--- src/hw/rtl/assert_macros.svh ---
// Assertion macros used by the servo speed calculator RTL.
`ifndef ASSERT_MACROS_SVH
`define ASSERT_MACROS_SVH

// Antecedent implies consequent in the same cycle.
`define SMSC_ASSERT_IMP(lbl, clk, rst_n, ante, cons) \
	lbl: assert property (@(posedge clk) disable iff (!rst_n) (ante) |-> (cons)) \
		else $error("implication check failed");

// Condition must never be seen.
`define SMSC_ASSERT_NEVER(lbl, clk, rst_n, cond) \
	lbl: assert property (@(posedge clk) disable iff (!rst_n) !(cond)) \
		else $error("forbidden condition seen");

`endif

--- src/hw/rtl/smsc_pkg.sv ---
// Shared types and constants of the servo speed calculator.
package smsc_pkg;

	localparam int SERVO_COUNT = 32;

	localparam int IDX_W   = 5;
	localparam int POS_W   = 10;
	localparam int OFF_W   = 11;
	localparam int TIME_W  = 16;
	localparam int SPEED_W = 10;
	localparam int QUO_W   = SPEED_W;
	localparam int PROD_W  = 20;

	localparam logic [POS_W-1:0]   POS_MAX      = 10'd1023;
	localparam logic [SPEED_W-1:0] SPEED_FACTOR = 10'd848;
	localparam logic [SPEED_W-1:0] SPEED_MAX    = 10'd1023;
	localparam logic [SPEED_W-1:0] SPEED_MIN    = 10'd26;

	localparam int MID_DEPTH = 4;
	localparam int OUT_DEPTH = 16;

	// Item handed from the front part to the divider back part
	typedef struct packed {
		logic [IDX_W-1:0]  idx;
		logic [POS_W-1:0]  fin;
		logic [POS_W-1:0]  travel;
		logic [TIME_W-1:0] step_time;
	} work_t;

	// Finished result
	typedef struct packed {
		logic [IDX_W-1:0]   idx;
		logic [POS_W-1:0]   fin;
		logic [SPEED_W-1:0] speed;
	} res_t;

	// One stage of the restoring divider
	typedef struct packed {
		logic              sat;
		logic [TIME_W-1:0] rem;
		logic [QUO_W-1:0]  low;
		logic [QUO_W-1:0]  quo;
		logic [TIME_W-1:0] step_time;
		logic [IDX_W-1:0]  idx;
		logic [POS_W-1:0]  fin;
	} div_t;

endpackage

--- src/hw/rtl/smsc_fifo.sv ---
// Small register-based FIFO used between and after the pipeline parts.
module smsc_fifo #(
	parameter int WIDTH = 8,
	parameter int DEPTH = 4
) (
	input  logic             clk,
	input  logic             arst_n,
	input  logic             push,
	input  logic [WIDTH-1:0] wdata,
	output logic             full,
	input  logic             pop,
	output logic [WIDTH-1:0] rdata,
	output logic             empty
);

	localparam int AW = (DEPTH > 1) ? $clog2(DEPTH) : 1;

	logic [WIDTH-1:0] mem_q [DEPTH];
	logic [AW:0]      wp_q;
	logic [AW:0]      rp_q;

	assign empty = (wp_q == rp_q);
	assign full  = (wp_q[AW] != rp_q[AW]) && (wp_q[AW-1:0] == rp_q[AW-1:0]);
	assign rdata = mem_q[rp_q[AW-1:0]];

	// pointers
	always_ff @(posedge clk or negedge arst_n) begin
		if (!arst_n) begin
			wp_q <= '0;
			rp_q <= '0;
		end else begin
			if (push && !full) wp_q <= wp_q + 1'b1;
			if (pop && !empty) rp_q <= rp_q + 1'b1;
		end
	end

	// storage
	always_ff @(posedge clk) begin
		if (push && !full) mem_q[wp_q[AW-1:0]] <= wdata;
	end

endmodule

--- src/hw/rtl/smsc_front.sv ---
// Front part: takes items, clamps the goal, keeps the per-servo position store.
module smsc_front #(
	parameter int SERVO_COUNT = smsc_pkg::SERVO_COUNT
) (
	input  logic                              clk,
	input  logic                              arst_n,
	input  logic                              walk,
	input  logic                              push,
	output logic                              full,
	input  logic [smsc_pkg::IDX_W-1:0]        servo_index,
	input  logic [smsc_pkg::POS_W-1:0]        goal_position,
	input  logic signed [smsc_pkg::OFF_W-1:0] trim_offset,
	input  logic [smsc_pkg::POS_W-1:0]        measured_position,
	input  logic [smsc_pkg::TIME_W-1:0]       step_time,
	output logic                              wk_push,
	output smsc_pkg::work_t                   wk_data,
	input  logic                              wk_full
);

	localparam int AW = (SERVO_COUNT > 1) ? $clog2(SERVO_COUNT) : 1;

	logic                         acc;
	logic                         adv;
	logic signed [smsc_pkg::OFF_W:0] sum;
	logic [smsc_pkg::POS_W-1:0]   fin;
	logic                         in_range;
	logic [AW-1:0]                addr;
	logic [smsc_pkg::POS_W-1:0]   wval;
	logic [smsc_pkg::POS_W-1:0]   ref_pos;

	logic [smsc_pkg::POS_W-1:0]   store_q [SERVO_COUNT];

	logic                         v_s1;
	logic [smsc_pkg::IDX_W-1:0]   idx_s1;
	logic [smsc_pkg::POS_W-1:0]   fin_s1;
	logic [smsc_pkg::POS_W-1:0]   meas_s1;
	logic [smsc_pkg::TIME_W-1:0]  time_s1;
	logic                         walk_s1;
	logic                         inr_s1;
	logic [smsc_pkg::POS_W-1:0]   rd_s1;

	// one-entry stage in front of the queue
	assign adv  = v_s1 && !wk_full;
	assign full = v_s1 && wk_full;
	assign acc  = push && !full;

	// goal plus signed offset, clamped to the position range
	assign sum = $signed({2'b00, goal_position}) + $signed({trim_offset[smsc_pkg::OFF_W-1],
		trim_offset});
	always_comb begin
		if (sum[smsc_pkg::OFF_W]) begin
			fin = '0;
		end else if (sum[smsc_pkg::OFF_W-1]) begin
			fin = smsc_pkg::POS_MAX;
		end else begin
			fin = sum[smsc_pkg::POS_W-1:0];
		end
	end

	assign in_range = (32'(servo_index) < SERVO_COUNT);
	assign addr     = AW'(servo_index);
	assign wval     = walk ? fin : measured_position;

	// position store: old entry is read and the new one written at the same edge
	always_ff @(posedge clk) begin
		if (acc) begin
			rd_s1 <= store_q[addr];
			if (in_range) store_q[addr] <= wval;
		end
	end

	always_ff @(posedge clk or negedge arst_n) begin
		if (!arst_n) begin
			v_s1 <= 1'b0;
		end else if (acc) begin
			v_s1 <= 1'b1;
		end else if (adv) begin
			v_s1 <= 1'b0;
		end
	end

	always_ff @(posedge clk) begin
		if (acc) begin
			idx_s1  <= servo_index;
			fin_s1  <= fin;
			meas_s1 <= measured_position;
			time_s1 <= step_time;
			walk_s1 <= walk;
			inr_s1  <= in_range;
		end
	end

	// reference position and absolute travel
	always_comb begin
		if (!walk_s1) begin
			ref_pos = meas_s1;
		end else if (inr_s1) begin
			ref_pos = rd_s1;
		end else begin
			ref_pos = '0;
		end
	end

	assign wk_push           = adv;
	assign wk_data.idx       = idx_s1;
	assign wk_data.fin       = fin_s1;
	assign wk_data.travel    = (fin_s1 >= ref_pos) ? (fin_s1 - ref_pos) : (ref_pos - fin_s1);
	assign wk_data.step_time = time_s1;

endmodule

--- src/hw/rtl/smsc_back.sv ---
// Back part: speed multiply, pipelined restoring divide, clamp and result queue.
module smsc_back (
	input  logic                           clk,
	input  logic                           arst_n,
	input  logic                           wk_empty,
	input  smsc_pkg::work_t                wk_data,
	output logic                           wk_pop,
	input  logic                           pop,
	output logic                           empty,
	output smsc_pkg::res_t                 res
);

	localparam int QW  = smsc_pkg::QUO_W;
	localparam int TW  = smsc_pkg::TIME_W;
	localparam int PW  = smsc_pkg::PROD_W;
	localparam int CW  = $clog2(smsc_pkg::OUT_DEPTH + 1);

	logic                         issue;
	logic                         pop_acc;
	logic [CW-1:0]                cred_q;

	logic                         v_s1;
	logic [smsc_pkg::IDX_W-1:0]   idx_s1;
	logic [smsc_pkg::POS_W-1:0]   fin_s1;
	logic [TW-1:0]                time_s1;
	logic [PW-1:0]                prod_s1;

	logic                         v_s2;
	smsc_pkg::div_t               div_s2;

	logic                         v_s3   [QW];
	smsc_pkg::div_t               div_s3 [QW];

	smsc_pkg::div_t               last;
	smsc_pkg::res_t               res_in;

	// issue only when a result slot is reserved for the item
	assign pop_acc = pop && !empty;
	assign issue   = !wk_empty && (cred_q < CW'(smsc_pkg::OUT_DEPTH));
	assign wk_pop  = issue;

	always_ff @(posedge clk or negedge arst_n) begin
		if (!arst_n) begin
			cred_q <= '0;
		end else begin
			case ({issue, pop_acc})
				2'b10:   cred_q <= cred_q + 1'b1;
				2'b01:   cred_q <= cred_q - 1'b1;
				default: cred_q <= cred_q;
			endcase
		end
	end

	// stage 1: constant multiply
	always_ff @(posedge clk or negedge arst_n) begin
		if (!arst_n) begin
			v_s1 <= 1'b0;
			v_s2 <= 1'b0;
		end else begin
			v_s1 <= issue;
			v_s2 <= v_s1;
		end
	end

	always_ff @(posedge clk) begin
		idx_s1  <= wk_data.idx;
		fin_s1  <= wk_data.fin;
		time_s1 <= wk_data.step_time;
		prod_s1 <= PW'(wk_data.travel) * PW'(smsc_pkg::SPEED_FACTOR);
	end

	// stage 2: saturation test, high part of the product is the first remainder
	always_ff @(posedge clk) begin
		div_s2.sat       <= (time_s1 == '0) || (TW'(prod_s1[PW-1:QW]) >= time_s1);
		div_s2.rem       <= TW'(prod_s1[PW-1:QW]);
		div_s2.low       <= prod_s1[QW-1:0];
		div_s2.quo       <= '0;
		div_s2.step_time <= time_s1;
		div_s2.idx       <= idx_s1;
		div_s2.fin       <= fin_s1;
	end

	// one quotient bit per stage
	for (genvar k = 0; k < QW; k++) begin : g_iter
		smsc_pkg::div_t prv;
		smsc_pkg::div_t nxt;
		logic           prv_v;
		logic [TW:0]    rem_x;
		logic           ge;

		if (k == 0) begin : g_first
			assign prv   = div_s2;
			assign prv_v = v_s2;
		end else begin : g_next
			assign prv   = div_s3[k-1];
			assign prv_v = v_s3[k-1];
		end

		assign rem_x = {prv.rem, prv.low[QW-1]};
		assign ge    = (rem_x >= {1'b0, prv.step_time});

		// trial subtract, shift in the next dividend bit and the quotient bit
		always_comb begin
			nxt     = prv;
			nxt.rem = ge ? TW'(rem_x - {1'b0, prv.step_time}) : TW'(rem_x);
			nxt.low = {prv.low[QW-2:0], 1'b0};
			nxt.quo = {prv.quo[QW-2:0], ge};
		end

		always_ff @(posedge clk or negedge arst_n) begin
			if (!arst_n) begin
				v_s3[k] <= 1'b0;
			end else begin
				v_s3[k] <= prv_v;
			end
		end

		always_ff @(posedge clk) begin
			div_s3[k] <= nxt;
		end
	end

	// final clamp to the speed range
	assign last       = div_s3[QW-1];
	assign res_in.idx = last.idx;
	assign res_in.fin = last.fin;
	always_comb begin
		if (last.sat) begin
			res_in.speed = smsc_pkg::SPEED_MAX;
		end else if (last.quo < smsc_pkg::SPEED_MIN) begin
			res_in.speed = smsc_pkg::SPEED_MIN;
		end else begin
			res_in.speed = last.quo;
		end
	end

	// result queue, never overfilled thanks to the reservation count
	smsc_fifo #(
		.WIDTH($bits(smsc_pkg::res_t)),
		.DEPTH(smsc_pkg::OUT_DEPTH)
	) u_out_q (
		.clk   (clk),
		.arst_n(arst_n),
		.push  (v_s3[QW-1]),
		.wdata (res_in),
		.full  (),
		.pop   (pop),
		.rdata (res),
		.empty (empty)
	);

endmodule

--- src/hw/rtl/servo_move_speed_calc_core.sv ---
// Top level of the servo goal and moving-speed calculator.
// Items pass the front stage, middle queue, multiply and saturation-test stages, the
// ten-stage restoring divider (one quotient bit per stage) and the result queue.
// Throughput: one item per cycle while full stays low; the divider never stalls.
// Reset clears all control state and walking mode; the position store holds
// no defined value until an item has written the entry.
`include "assert_macros.svh"

module servo_move_speed_calc_core #(
	parameter int SERVO_COUNT = smsc_pkg::SERVO_COUNT
) (
	input  logic                              clk,
	input  logic                              arst_n,
	input  logic                              cfg_valid,
	output logic                              cfg_ready,
	input  logic                              walking_mode,
	input  logic                              push,
	output logic                              full,
	input  logic [smsc_pkg::IDX_W-1:0]        servo_index,
	input  logic [smsc_pkg::POS_W-1:0]        goal_position,
	input  logic signed [smsc_pkg::OFF_W-1:0] trim_offset,
	input  logic [smsc_pkg::POS_W-1:0]        measured_position,
	input  logic [smsc_pkg::TIME_W-1:0]       step_time,
	input  logic                              pop,
	output logic                              empty,
	output logic [smsc_pkg::IDX_W-1:0]        servo_id_out,
	output logic [smsc_pkg::POS_W-1:0]        final_goal,
	output logic [smsc_pkg::SPEED_W-1:0]      move_speed
);

	logic            walking_mode_q;
	logic            mq_push;
	logic            mq_full;
	logic            mq_pop;
	logic            mq_empty;
	smsc_pkg::work_t mq_wdata;
	smsc_pkg::work_t mq_rdata;
	smsc_pkg::res_t  res;

	// configuration register
	assign cfg_ready = 1'b1;

	always_ff @(posedge clk or negedge arst_n) begin
		if (!arst_n) begin
			walking_mode_q <= 1'b0;
		end else if (cfg_valid && cfg_ready) begin
			walking_mode_q <= walking_mode;
		end
	end

	smsc_front #(
		.SERVO_COUNT(SERVO_COUNT)
	) u_front (
		.clk              (clk),
		.arst_n           (arst_n),
		.walk             (walking_mode_q),
		.push             (push),
		.full             (full),
		.servo_index      (servo_index),
		.goal_position    (goal_position),
		.trim_offset      (trim_offset),
		.measured_position(measured_position),
		.step_time        (step_time),
		.wk_push          (mq_push),
		.wk_data          (mq_wdata),
		.wk_full          (mq_full)
	);

	// queue between front and back
	smsc_fifo #(
		.WIDTH($bits(smsc_pkg::work_t)),
		.DEPTH(smsc_pkg::MID_DEPTH)
	) u_mid_q (
		.clk   (clk),
		.arst_n(arst_n),
		.push  (mq_push),
		.wdata (mq_wdata),
		.full  (mq_full),
		.pop   (mq_pop),
		.rdata (mq_rdata),
		.empty (mq_empty)
	);

	smsc_back u_back (
		.clk     (clk),
		.arst_n  (arst_n),
		.wk_empty(mq_empty),
		.wk_data (mq_rdata),
		.wk_pop  (mq_pop),
		.pop     (pop),
		.empty   (empty),
		.res     (res)
	);

	assign servo_id_out = res.idx;
	assign final_goal   = res.fin;
	assign move_speed   = res.speed;

	// the front never pushes into a full queue, the back never pops an empty one
	`SMSC_ASSERT_IMP(a_mid_no_ovf, clk, arst_n, mq_push, !mq_full)
	`SMSC_ASSERT_NEVER(a_mid_no_udf, clk, arst_n, mq_pop && mq_empty)

endmodule
--- config.mk ---
export PLATFORM = sky130hd
export DESIGN_NAME = servo_move_speed_calc_core
export DESIGN_NICKNAME = d
export VERILOG_FILES = /design/src/hw/rtl/smsc_pkg.sv /design/src/hw/rtl/smsc_fifo.sv /design/src/hw/rtl/smsc_front.sv /design/src/hw/rtl/smsc_back.sv /design/src/hw/rtl/servo_move_speed_calc_core.sv
export VERILOG_INCLUDE_DIRS = /design/src /design/src/hw/rtl
export SDC_FILE = /design/constraint.sdc
export NUM_CORES = 2
export LEC_CHECK = 0
export BUFFER_PORTS_ARGS = -buffer_cell sky130_fd_sc_hd__buf_2
export CELL_PAD_IN_SITES_DETAIL_PLACEMENT = 1
export CELL_PAD_IN_SITES_GLOBAL_PLACEMENT = 2
export CORE_AREA = 2 2 439 441
export CTS_CLUSTER_DIAMETER = 60
export DETAILED_ROUTE_END_ITERATION = 8
export DIE_AREA = 0 0 441 443
export PLACE_DENSITY = 0.67
export SYNTH_ARGS = -nofsm -noshare
export SYNTH_HDL_FRONTEND = slang
export SYNTH_HIERARCHICAL = 1
export SYNTH_SLANG_ARGS = --single-unit
--- constraint.sdc ---
create_clock -name clk -period 4.09 [get_ports clk]
set_input_delay 0 -clock clk [delete_from_list [all_inputs] [get_ports clk]]
set_output_delay 0 -clock clk [all_outputs]
set_load 0.05 [all_outputs]
==> qor.csv <==
stage,metric,value,unit
global_route,use_met1,17.1,%
finish,layout-drive-gt1-share,20.3,%
global_route,busiest_layer,met2,
worst_setup_path,critical_path_class,flop to flop,
synthesis,synth_area_leaders,"edfxtp_1 (46%), dfxtp_1 (20%), mux4_2 (7.4%), ha_1 (5.0%), inv_1 (1.8%)",
clock_tree,path_clk_slew,0.07,ns
global_route,use_met3,2.28,%
finish,fillerInstances,19300,
worst_setup_path,regToRegStartpoint,u_mid_q/rp_q[0]$_DFFE_PN0P_,
global_route,grt_max_degree,56,
synthesis,synth_top_area_share,46.2,%
timing,slew_headroom,24.8,%
synthesis,synth_cell_types,105,
drt,viasPerCell,4.70,
finish,syn_to_final_growth,18.9,%
place,post-place-ws,-0.201,ns
worst_setup_path,critical_path.max_fanout,5,
synthesis,synth.largest_area_cell,edfxtp_1,
drt,vias,32600,
drt,drt_iter0_markers,1871,
drt,routedWlPerCell,19.3,um
timing,setup_slack,-0.0759,ns
finish,nNetsFinal,4593,
drt,drc,0,
drt,wirelength,134,mm
die,dieWidth,441,um
timing,hold_viol,0,
timing,skew,0.0362,ns
die,die_h,443,um
timing,fmax,240,MHz
synthesis,post-synth-top-count-cell,edfxtp_1,
place,place_congestion,0.788,
worst_hold_path,hp-start,goal_position[9],
worst_setup_path,worstPathCellList,"buf_12, mux4_2, buf_6, ha_4, inv_2, fa_1, fa_1, inv_2, ha_4, a21oi_4, nand2b_4, a21boi_2, o311a_1, o21a_1, o21ai_2, nor2b_4, xnor2_1",
worst_setup_path,start_kind,flop,
global_route,gr-usage-all-layers,13.9,%
timing,setup_viol,3,
die,start_util,31.8,%
drt,dr.pass1.iters,6,
global_route,grt_antenna_before_repair,5,
place,io_buffer_count,84,
global_route,grt_pass1_vias,35500,
clock_tree,clockRootBuffer,clkbuf_16,
synthesis,async_flop_share,2.21,%
clock_tree,cts_max_level,4,
global_route,grt_pass1_wl,209,mm
synthesis,syn_avg_cell_area,15.7,um^2
timing,min_period_over_period,102,%
finish,multi_input_area,18300,um^2
drt,ant_nets,0,
clock_tree,cts_tree,yes,
finish,layout.area.seq,41300,um^2
timing,worst_slew_pin_slew,1.13,ns
timing,slew_violations,0,
clock_tree,clk_latency,0.80,ns
worst_setup_path,crit_path_end_kind,flop,
synthesis,ys.flop_type,edfxtp_1,
die,ios,86,
clock_tree,numCtsBuffers,173,
die,dieArea,195000,um^2
run_status,status,finished with violations,
timing,fin_crit,4.17,ns
die,rows,161,
synthesis,synth-seq-area-share,67.8,%
worst_setup_path,cp_data_required_time,4.80,ns
timing,rsz0062_at_grt,true,
worst_hold_path,hp-class,input port to flop,
synthesis,synth_enable_flop_cells,936,
clock_tree,cts_num_sinks,1584,
clock_tree,cts.path.max_buffers,3,
job,max_cap_viol_count,0,
synthesis,syn-instance-count,3881,
place,hpwl,86.7,mm
die,core_area,191000,um^2
synthesis,yosysWarnings,6,
synthesis,synthTopCellsByCount,"edfxtp_1 (936), dfxtp_1 (613), inv_1 (298)",
synthesis,synth.cell_area,60800,um^2
global_route,overflow,0,
global_route,met2_usage,24.4,%
worst_setup_path,cp_slowest_cell,fa_1,
finish,final_util,37.8,%
worst_setup_path,critPathArrivalTime,4.88,ns
worst_setup_path,crit_start,u_mid_q/rp_q[0]$_DFFE_PN0P_,
run_status,violations,negative setup slack,
synthesis,ys_ff_latch,1584,
worst_setup_path,cpPeakStageDelay,0.51,ns
synthesis,syn_nets,4210,
## layout by cell type, fill, tap and decap left out, types with 22 or more instances in the layout
cell | synthesis | final
a21o_1 | 67 | 67
a21oi_1 | 108 | 105
a22oi_1 | 42 | 42
buf_2 | 27 | 82
buf_4 | 18 | 120
clkbuf_1 | 42 | 36
clkbuf_16 | 0 | 176
clkbuf_8 | 0 | 23
clkinv_2 | 0 | 22
dfrtp_1 | 35 | 30
dfxtp_1 | 613 | 613
dlygate4sd3_1 | 0 | 100
edfxtp_1 | 936 | 936
fa_1 | 26 | 26
ha_1 | 245 | 232
inv_1 | 298 | 291
mux2_2 | 69 | 69
mux2i_1 | 28 | 28
mux4_2 | 201 | 201
nand2_1 | 113 | 113
nand2b_1 | 39 | 38
nand3_1 | 35 | 35
nand4_1 | 34 | 34
nor2_1 | 178 | 174
nor2b_1 | 40 | 38
nor3_1 | 35 | 25
o21a_1 | 25 | 25
o21ai_0 | 115 | 111
o22ai_1 | 59 | 50
xnor2_1 | 87 | 87
xor2_1 | 59 | 59
## sequential cells by signal (all words and copies together) (netlist names), 10 cells and up
name	count
u_back/div_s2	48
u_back/div_s3	518
u_back/fin_s1	10
u_back/g_iter.prv_v	10
u_back/prod_s1	16
u_back/time_s1	16
u_back/u_out_q/mem_q	400
u_front/fin_s1	10
u_front/meas_s1	10
u_front/rd_s1	10
u_front/store_q	320
u_front/time_s1	16
u_mid_q/mem_q	164
## metal layers
layer	part of all wire [%]	wire [um]
met5	0	0
met3	3.6	4800
met2	51	68300
met1	43	57200
met4	2.8	3690
## through the flow
step	hold slack (ns)	instances	area, um^2	TNS, ns
final	0.119	6942	72300	-0.194
after global routing	0.113	6939	72300	-0.838
after CTS	0.0316	6936	72200	-0.243
after detailed placement	0.183	6501	65000	-0.612
after global placement	0.179	6501	65000	-0.504
after floorplan	-0.296	3881	60900	-0.0592
## repair_timing
item,in CTS,in global routing
setup buffers,11,3
setup endpoints to repair,4,6
resized for setup,13,21
hold endpoints to repair,488,0
pin swaps,17,13
hold buffers,101,0
gates cloned,0,0
## cell families after synthesis
family          synth area share (%)
fa+ha+maj                       5.90
other cells                  0.00617
flops                           67.8
xor+xnor                        2.18
buf+inv                         2.84
compound gates                  6.28
simple gates                    4.83
mux                             10.1
## worst max-delay path, delay by kind of cell (launching register included)
| family | cells | cell delay [ns] |
|---|---|---|
| fa+ha+maj | 4 | 1.43 |
| compound gates | 5 | 0.85 |
| flops | 1 | 0.50 |
| mux | 1 | 0.49 |
| buf+inv | 4 | 0.38 |
| simple gates | 2 | 0.29 |
| xor+xnor | 1 | 0.11 |
## cell type report
cell class              instances  area share (%)
inverters                     298            1.55
clock inverters                87            1.56
diodes                          4          0.0138
repair buffers                314            3.46
multi-input cells            1893            25.3
well taps                    2526            4.37
flip-flops and latches       1584            57.1
clock buffers                 236            6.73
## path summary, 6_finish.rpt
| check | endpoint | slack (ns) | cells past startpoint |
|---|---|---|---|
| min | u_front/fin_s1[9]$_DFFE_PP_ | 0.12 | 5 |
| min reg2reg | u_back/div_s3[7][65]$_DFF_P_ | 0.30 | 0 |
| max reg2reg | u_back/prod_s1[17]$_DFF_P_ | -0.08 | 17 |
| min in group asynchronous | walking_mode_q$_DFFE_PN0P_ | 0.25 | 4 |
| max in group asynchronous | u_mid_q/rp_q[0]$_DFFE_PN0P_ | 3.61 | 4 |
| max | u_back/prod_s1[17]$_DFF_P_ | -0.08 | 17 |
Power is not shown: default switching activity piles up to over one toggle a cycle in this logic, so the estimate is an artifact.
